<file path="config.mk">
export PLATFORM = sky130hd
export DESIGN_NAME = ccp_front
export DESIGN_NICKNAME = d
export VERILOG_FILES = /design/src/sv/ccp_pkg.sv /design/src/sv/ccp_front.sv
export SDC_FILE = /design/constraint.sdc
export NUM_CORES = 1
export LEC_CHECK = 0
export BUFFER_PORTS_ARGS = -buffer_cell sky130_fd_sc_hd__buf_4
export CORE_ASPECT_RATIO = 2
export CORE_UTILIZATION = 40
export DETAILED_ROUTE_END_ITERATION = 12
export PLACE_DENSITY = 0.78
export SETUP_SLACK_MARGIN = 0.05
export SLEW_MARGIN = 20
export SYNTH_ARGS = -nofsm -noshare
export SYNTH_HDL_FRONTEND = slang
export SYNTH_SLANG_ARGS = --single-unit
</file>
<file path="constraint.sdc">
create_clock -name i_clk -period 2.56 [get_ports i_clk]
set_input_delay 0.128 -clock i_clk [delete_from_list [all_inputs] [get_ports i_clk]]
set_output_delay 0.128 -clock i_clk [all_outputs]
set_load 0.02 [all_outputs]
</file>
<file path="src/sv/ccp_pkg.sv">
// Package with the shared types, codes and constants of the text console put engine.
package ccp_pkg;

    localparam int COLUMNS_DEF  = 80;
    localparam int ROWS_DEF     = 25;
    localparam int TAB_STOP_DEF = 8;
    localparam int QUEUE_DEPTH  = 2;

    localparam int ACTION_W    = 2;
    localparam int CHAR_W      = 8;
    localparam int ATTR_W      = 8;
    localparam int CELL_ADDR_W = 11;
    localparam int CURSOR_W    = 11;
    localparam int WORD_W      = 16;
    localparam int APB_DATA_W  = 32;
    localparam int APB_ADDR_W  = 3;

    localparam logic [ACTION_W-1:0] ACT_PUT   = 2'd0;
    localparam logic [ACTION_W-1:0] ACT_CLEAR = 2'd1;
    localparam logic [ACTION_W-1:0] ACT_READ  = 2'd2;

    localparam logic [CHAR_W-1:0] CH_BS    = 8'h08;
    localparam logic [CHAR_W-1:0] CH_TAB   = 8'h09;
    localparam logic [CHAR_W-1:0] CH_LF    = 8'h0A;
    localparam logic [CHAR_W-1:0] CH_CR    = 8'h0D;
    localparam logic [CHAR_W-1:0] CH_SPACE = 8'h20;

    localparam logic [ATTR_W-1:0] BLANK_ATTR_RESET = 8'h07;
    localparam logic [WORD_W-1:0] RESET_WORD       = {BLANK_ATTR_RESET, CH_SPACE};

    localparam logic [APB_ADDR_W-3:0] REG_BLANK_ATTR = 1'b0;

    typedef logic [2:0] t_kind;

    localparam t_kind KIND_NONE  = 3'd0;
    localparam t_kind KIND_PRINT = 3'd1;
    localparam t_kind KIND_BACK  = 3'd2;
    localparam t_kind KIND_TAB   = 3'd3;
    localparam t_kind KIND_RET   = 3'd4;
    localparam t_kind KIND_LINE  = 3'd5;
    localparam t_kind KIND_CLEAR = 3'd6;
    localparam t_kind KIND_READ  = 3'd7;

    typedef struct packed {
        t_kind                  kind;
        logic [CHAR_W-1:0]      char_code;
        logic [ATTR_W-1:0]      attribute;
        logic [CELL_ADDR_W-1:0] cell_address;
    } t_cmd;

endpackage

</file>
<file path="src/sv/ccp_front.sv">
// Front end: takes requests, classifies them into commands and queues them for the back end.
module ccp_front #(
    parameter int CELLS = ccp_pkg::COLUMNS_DEF * ccp_pkg::ROWS_DEF
) (
    input  logic                             i_clk,
    input  logic                             i_rst_n,
    input  logic                             push,
    output logic                             full,
    input  logic [ccp_pkg::ACTION_W-1:0]     i_action,
    input  logic [ccp_pkg::CHAR_W-1:0]       i_char_code,
    input  logic [ccp_pkg::ATTR_W-1:0]       i_attribute,
    input  logic [ccp_pkg::CELL_ADDR_W-1:0]  i_cell_address,
    input  logic                             i_hold,
    output ccp_pkg::t_cmd                    o_cmd,
    output logic                             o_cmd_vld,
    input  logic                             i_cmd_take
);

    localparam int DEPTH = ccp_pkg::QUEUE_DEPTH;
    localparam int PTR_W = (DEPTH > 1) ? $clog2(DEPTH) : 1;
    localparam int CNT_W = $clog2(DEPTH + 1);
    localparam int CMP_W = ccp_pkg::CELL_ADDR_W + 2;

    ccp_pkg::t_cmd    r_q [DEPTH];
    logic [PTR_W-1:0] r_wp, n_wp;
    logic [PTR_W-1:0] r_rp, n_rp;
    logic [CNT_W-1:0] r_count, n_count;
    ccp_pkg::t_kind   kind;
    logic             accept;
    logic             take;

    always_comb begin
        case (i_action)
            ccp_pkg::ACT_PUT: begin
                case (i_char_code)
                    ccp_pkg::CH_BS:  kind = ccp_pkg::KIND_BACK;
                    ccp_pkg::CH_TAB: kind = ccp_pkg::KIND_TAB;
                    ccp_pkg::CH_CR:  kind = ccp_pkg::KIND_RET;
                    ccp_pkg::CH_LF:  kind = ccp_pkg::KIND_LINE;
                    default:         kind = ccp_pkg::KIND_PRINT;
                endcase
            end
            ccp_pkg::ACT_CLEAR: kind = ccp_pkg::KIND_CLEAR;
            ccp_pkg::ACT_READ: begin
                if (CMP_W'(i_cell_address) < CMP_W'(CELLS)) begin
                    kind = ccp_pkg::KIND_READ;
                end else begin
                    kind = ccp_pkg::KIND_NONE;
                end
            end
            default: kind = ccp_pkg::KIND_NONE;
        endcase
    end

    assign full      = (r_count == CNT_W'(DEPTH)) || i_hold;
    assign accept    = push && !full;
    assign o_cmd_vld = (r_count != '0);
    assign o_cmd     = r_q[r_rp];
    assign take      = i_cmd_take && o_cmd_vld;

    always_comb begin
        n_wp    = r_wp;
        n_rp    = r_rp;
        n_count = r_count;
        if (accept) begin
            n_wp = (r_wp == PTR_W'(DEPTH - 1)) ? '0 : r_wp + 1'b1;
        end
        if (take) begin
            n_rp = (r_rp == PTR_W'(DEPTH - 1)) ? '0 : r_rp + 1'b1;
        end
        if (accept && !take) begin
            n_count = r_count + 1'b1;
        end else if (take && !accept) begin
            n_count = r_count - 1'b1;
        end
    end

    always_ff @(posedge i_clk) begin
        if (!i_rst_n) begin
            r_wp    <= '0;
            r_rp    <= '0;
            r_count <= '0;
        end else begin
            r_wp    <= n_wp;
            r_rp    <= n_rp;
            r_count <= n_count;
        end
    end

    always_ff @(posedge i_clk) begin
        if (accept) begin
            r_q[r_wp] <= '{kind: kind, char_code: i_char_code,
                           attribute: i_attribute, cell_address: i_cell_address};
        end
    end

    a_count_bound: assert property (@(posedge i_clk) disable iff (!i_rst_n)
        r_count <= CNT_W'(DEPTH))
        else $error("Command queue count exceeds its depth.");

endmodule

</file>
Yosys cells after proc, flatten, opt, wreduce, memory -nomap -nowiden
Memories as Yosys holds them, arrays and structs flattened. A register that Yosys moved wholly into a read port is not among the register bits. Cells that the tools add are included.

Reductions and logical operators: 11. Add/sub/neg operators: 4. Order comparisons: 1. Mux-type cells: 11. Eq/ne operators: 7.

Operator list (count): == test 8 x 4 -> 1 bit (second input constant) (4); case mux 3 bit (4 select lines) (1); less-than comparator 11 bit (second input constant) (1); case mux 3 bit (3 select lines) (1); 2-to-1 mux 1 bit (6); == test 2 bit (second input constant) (2); logical AND 1 bit (4); 2-to-1 mux 2 bit (2); nonzero test 2 bit (2); zero test 1 bit (3); 2-to-1 mux 3 bit (1); adder 1 bit (second input constant) (2); adder 2 x 1 -> 2 bit (second input constant) (1); == test 2 x 1 -> 1 bit (second input constant) (1); zero test 2 bit (1); subtractor 2 x 1 -> 2 bit (second input constant) (1); logical OR 1 bit (1).

Bits of input ports: 34. Bits in writable memories: 60. Memories kept: 1. Register bits: 4. Logic and storage cells: 38. Output and inout bits: 32.

Memory list: r_q (depth 2, bits a word 30, read ports 1, clocked after memory_dff 1, wr ports 1, RTL line ccp_front.sv:24) `ccp_pkg::t_cmd r_q [DEPTH];`.

Depth between registers and ports, before layout
Depth after elaboration: 8. Gate-level depth with buffers: 6. Depth with buffers taken out: 6.

Worst setup path before layout
Ideal clock, no wire load.

Path kind: register to register. From: reg r_count[0]. To: mem r_q[0][0] (netlist name), enable pin. Stages on the path, launching flop included: 3. Path buffers: 0. Setup time: 438 ps. Data arrival time: 2190 ps. Data required time: 2122 ps. Period minus slack after synthesis: 2627 ps. Setup slack: -67 ps. Cell sequence: dfxtp_1 -> nor2b_1 -> nor4_2.

Longest elaborated chain between the ends: 6.

RTL lines: start, declared (RTL line ccp_front.sv:27) `logic [CNT_W-1:0] r_count, n_count;`; start signal, assigned (RTL line ccp_front.sv:86) `r_count <= n_count;`; == test 2 bit (RTL line ccp_front.sv:55) `assign full = (r_count == CNT_W'(DEPTH)) || i_hold;`; logical OR 1 bit (RTL line ccp_front.sv:55); zero test 1 bit (RTL line ccp_front.sv:56) `assign accept = push && !full;`; logical AND 1 bit (RTL line ccp_front.sv:56); 2-to-1 mux 1 bit (RTL line ccp_front.sv:91) `if (accept) begin`; 2-to-1 mux 1 bit (not written as such) (RTL line ccp_front.sv:92) `r_q[r_wp] <= '{kind: kind, char_code: i_char_code,`; end, declared (RTL line ccp_front.sv:24).

No other way between the ends.

Final worst setup path
From: reg r_count[1]. To: reg r_count[1].

Longest elaborated chain between the ends: 7. Elaborated cells between the ends (all ways): 15. Classes of those cells: 2 x add/sub; 1 x eq/ne; 2 x mux; 10 x reduce/logical.

RTL lines: == test 2 bit (*) (RTL line ccp_front.sv:55); logical OR 1 bit (*) (RTL line ccp_front.sv:55); zero test 1 bit (*) (RTL line ccp_front.sv:56); logical AND 1 bit (*) (RTL line ccp_front.sv:56); net accept (RTL line ccp_front.sv:29) `logic accept;`; zero test 1 bit (RTL line ccp_front.sv:73) `end else if (take && !accept) begin`; logical AND 1 bit (RTL line ccp_front.sv:73); nonzero test 2 bit (no source line).

The timed path passes the listed nets; every way through them passes the cells marked *. The select of a mux whose other input is x is not followed. A chain may end at the register's enable or synchronous reset.

==> results.md <==
- The run finished with clean final reports.
- The number of max-cap violations is 0.
- For this block, the routed nets add up to 4.93 mm of wire.
- Leaving out fill and tap cells, the most frequent cell in the layout is sky130_fd_sc_hd__buf_4.
- The initial cell density of the core is 41.7%.
- Of the synthesized area, sequential elements account for between 70% and 80%.
- The iteration-0 DRC count of the detailed router is 58.
- The wire length of the first global-routing pass is 7.45 mm.
- After legalization and detailed placement, the total HPWL measured 3.12 mm.
- The number of warnings issued by yosys is 0.
- For this design, the slowest cell found on the critical path is sky130_fd_sc_hd__nor2b_1.
- The post-cts resize count is 0.
- After detailed routing, the number of remaining DRC violations is 0.
- The detail route stage leaves a number of antenna-violating nets equal to 0.
- Buffers added to address setup during post-CTS repair amount to 0.
- CTS built an H-tree with a depth of 3.
- The synthesized area is 2530 um2.
- The die is just under 60 um wide.
- The filler cells instantiated in the layout total 469.
- The final-report hold violation count is 0.
- The number of cells on the worst reg-to-reg path is 5.
- In this run the worst path has a maximum fanout of 5.
- The synthesized netlist contains 27 unique library cells.
- Counting I/O delays and the setup requirement, the final critical path takes between 1500 and 2000 ps.
- The setup clock skew after layout is 4.65 ps.
- The number of non-filler instances in the completed layout is 323.
- The via count of the first global-routing pass is roughly 1.6k.
- TritonCTS built the clock tree.
- In this run the tightest slew margin relative to its limit is 72.8%.
- The class of the worst hold path is in2reg.
- The clock transition time at the flip-flop clock pins of the worst setup and hold paths is 50 ps.
- The terminus of the critical flop-to-flop path is r_count[1].
- Counting flops and latches in the post-synthesis netlist gives 65.
- The worst endpoint data arrival time is 2030 ps.
- Traced cell by cell, the critical path runs through nor2b_1 > nor3_1 > ha_1 > or3_1 > a21boi_1.
- The number of setup violations in the final report is 0.
- The number of placed instances, taps included is 288.
- The initial antenna violation count is 0.
- The max-slew violation count came to 0.
- The gate count of the mapped netlist is 138.
- The startpoint of the worst register-to-register path is r_count[1].
- In the layout the commonest cells are sky130_fd_sc_hd__buf_4, sky130_fd_sc_hd__edfxtp_1, sky130_fd_sc_hd__mux2_2.
- In the final routed layout, each cell accounts on average for between 15 and 20 um.
- The worst supply voltage drop on vdd is roughly 0.63 mV.
- The final setup TNS is 0 ps.
- At the later pin of the worst-skew pair, clock insertion delay measures 320 ps.
- The pin count of the biggest net entering global routing is 31.
- Dividing the detail-routed via count by the number of cells gives approximately 4.6.
- For the worst setup path, the data required time is 2820 ps.
- The number of buffers added by the clock tree synthesis step is 9.
- Clock tree synthesis found a total of 65 sinks.
- Routability-driven placement finished with a final weighted congestion of 0.714.
- The number of hold buffers added after CTS was 18.
- The worst setup path is of the reg2reg kind.
- The die footprint is ~6700 um2.
- The portion of synthesized cell area occupied by the leading cell type is 71.3%.
- The number of instances on the worst hold path is 1.
- The total track usage is 16.3%.
- The startpoint type of the worst setup path is a flop.
- The final layout contains 269 nets.
- The count of boundary I/O pins is 66.
- The kind of capture point of the worst setup path is a flop.
- The number of antenna diodes in the final layout is 0.
- The count of buffers added on input and output ports is between 60 and 70.
- From synthesis to final layout, the design area changed by 42.0%.
- The gate family responsible for the most delay along the worst path is simple AND/OR/NAND/NOR gates.
- Yosys attributes the largest share of cell area to sky130_fd_sc_hd__edfxtp_1, sky130_fd_sc_hd__mux2_2, sky130_fd_sc_hd__dfxtp_1.
- The area of the placeable core is 6060 um2.
- The source of the worst hold timing path is i_char_code[3].
- In this run the vertical extent of the chip is 114 um.
- The first-pass detailed-route iteration total is 6.
- The worst path uses 69.4% of the clock period.
- The slew at the pin closest to its max-slew limit is ~400 ps.
- The row count is 40.
- The setup check on the worst reg-to-reg path leaves a slack of 780 ps.
- The largest single stage delay on the critical path is between 300 and 400 ps.
- The total overflow left after global routing is 0.
- The maximum operating frequency is 563 MHz.
- In this run the static leakage power is 0.00134 uW.
- For hold timing, the worst endpoint is r_q[1][22].
- Setup repair after global routing left no endpoint under its margin.
- The power per cell area is a little over 900 nW/um2.
- In the final layout, the share of cells above drive strength 1 is 47.3%.
- The via count of the routed design is about 1.5k.
- The mean instance size in the synthesized netlist is 18.3 um2.
- The total nets after synthesis is 173.
- In this run the clock root is driven by a sky130_fd_sc_hd__clkbuf_16.
- The sum of buffers and inverters on the critical path is 0.
- The clock passes through at most 2 buffers.
- The synthesized design spends more area on one cell type than any other, namely sky130_fd_sc_hd__edfxtp_1.
flip-flops by register name (all words and copies together), names as in the netlist, named ones only:
signal and cells:
r_count 2, r_q 60, r_rp 1, r_wp 1
cells in the mapped netlist:
cell type,number
sky130_fd_sc_hd__buf_2,3
sky130_fd_sc_hd__nor2_1,3
sky130_fd_sc_hd__o21a_1,1
sky130_fd_sc_hd__xnor2_1,2
sky130_fd_sc_hd__nor3_1,2
sky130_fd_sc_hd__mux2_2,30
sky130_fd_sc_hd__inv_1,3
sky130_fd_sc_hd__o21ai_0,3
sky130_fd_sc_hd__and2_1,4
sky130_fd_sc_hd__a21oi_1,1
sky130_fd_sc_hd__o311ai_1,2
sky130_fd_sc_hd__or3_1,1
sky130_fd_sc_hd__nand2_1,3
sky130_fd_sc_hd__and3b_1,1
sky130_fd_sc_hd__or2_2,1
sky130_fd_sc_hd__nor4_2,1
sky130_fd_sc_hd__dfxtp_1,5
sky130_fd_sc_hd__ha_1,1
sky130_fd_sc_hd__a311oi_1,1
sky130_fd_sc_hd__xor2_1,2
sky130_fd_sc_hd__o31a_1,1
sky130_fd_sc_hd__a21boi_1,1
sky130_fd_sc_hd__nor4_4,1
sky130_fd_sc_hd__edfxtp_1,60
sky130_fd_sc_hd__nor2b_1,3
sky130_fd_sc_hd__o21ai_1,1
sky130_fd_sc_hd__nand4_1,1
worst max-delay path by stage:
stage | from | end | slack (ps) | cells past startpoint
floorplan | r_count[0] | r_q[0][0] | 640 | 2
global placement | r_count[1] | r_count[1] | 890 | 5
detailed placement | r_count[1] | r_count[1] | 780 | 5
CTS | r_count[1] | r_count[1] | 780 | 5
global route | r_count[1] | r_count[1] | 650 | 5
finish | r_count[1] | r_count[1] | 780 | 5
final cells by class:
type	instances	area, um2	area share (%)
Clock buffer	10	229	6.38
Clock inverter	6	25.0	0.698
Multi-Input combinational cell	67	607	16.9
Inverter	3	11.3	0.314
Tap cell	84	105	2.93
Sequential cell	65	1900	53.0
Timing Repair Buffer	88	708	19.7
logic make-up after synthesis:
| logic type | Yosys count | synth area share [%] |
|---|---|---|
| XOR/XNOR | 4 | 1.39 |
| buffers and inverters | 6 | 1.04 |
| AND/OR/NAND/NOR | 21 | 5.45 |
| flip-flops | 65 | 75.3 |
| adder cells (fa/ha/maj) | 1 | 0.495 |
| AO/OA/AOI/OAI | 11 | 2.97 |
| multiplexers | 30 | 13.4 |
layer usage:
layer	up-vias	global-route usage [%]	share of wire, %
met4	0	9.52	2.5
met2	46	30.3	59
met5	-	0	0
met1	718	14.2	34
li1	728	-	-
met3	8	5.65	4.2
through the flow:
step | power [uW] | hold WS (ps) | setup slack, ps | area, um2 | utilization (%)
final | 3290 | 12.8 | 784 | 3590 | 59.2
after global routing | 3440 | 5.70 | 654 | 3590 | 59.2
after CTS | 3330 | 1.41 | 776 | 3580 | 59.1
after detailed placement | 2270 | 318 | 781 | 3140 | 51.9
after global placement | 2250 | 314 | 894 | 3140 | 51.9
after floorplan | 1910 | 227 | 637 | 2530 | -
report_power, final:
group | total (uW) | leakage, uW | internal (uW) | switching, uW
clock network | 1030 | 0.000126 | 635 | 391
registers | 1310 | 0.000591 | 1270 | 40.2
logic | 955 | 0.000625 | 467 | 488
total | 3290 | 0.00134 | 2380 | 919
No activity file was read; power rests on OpenSTA's default activity.
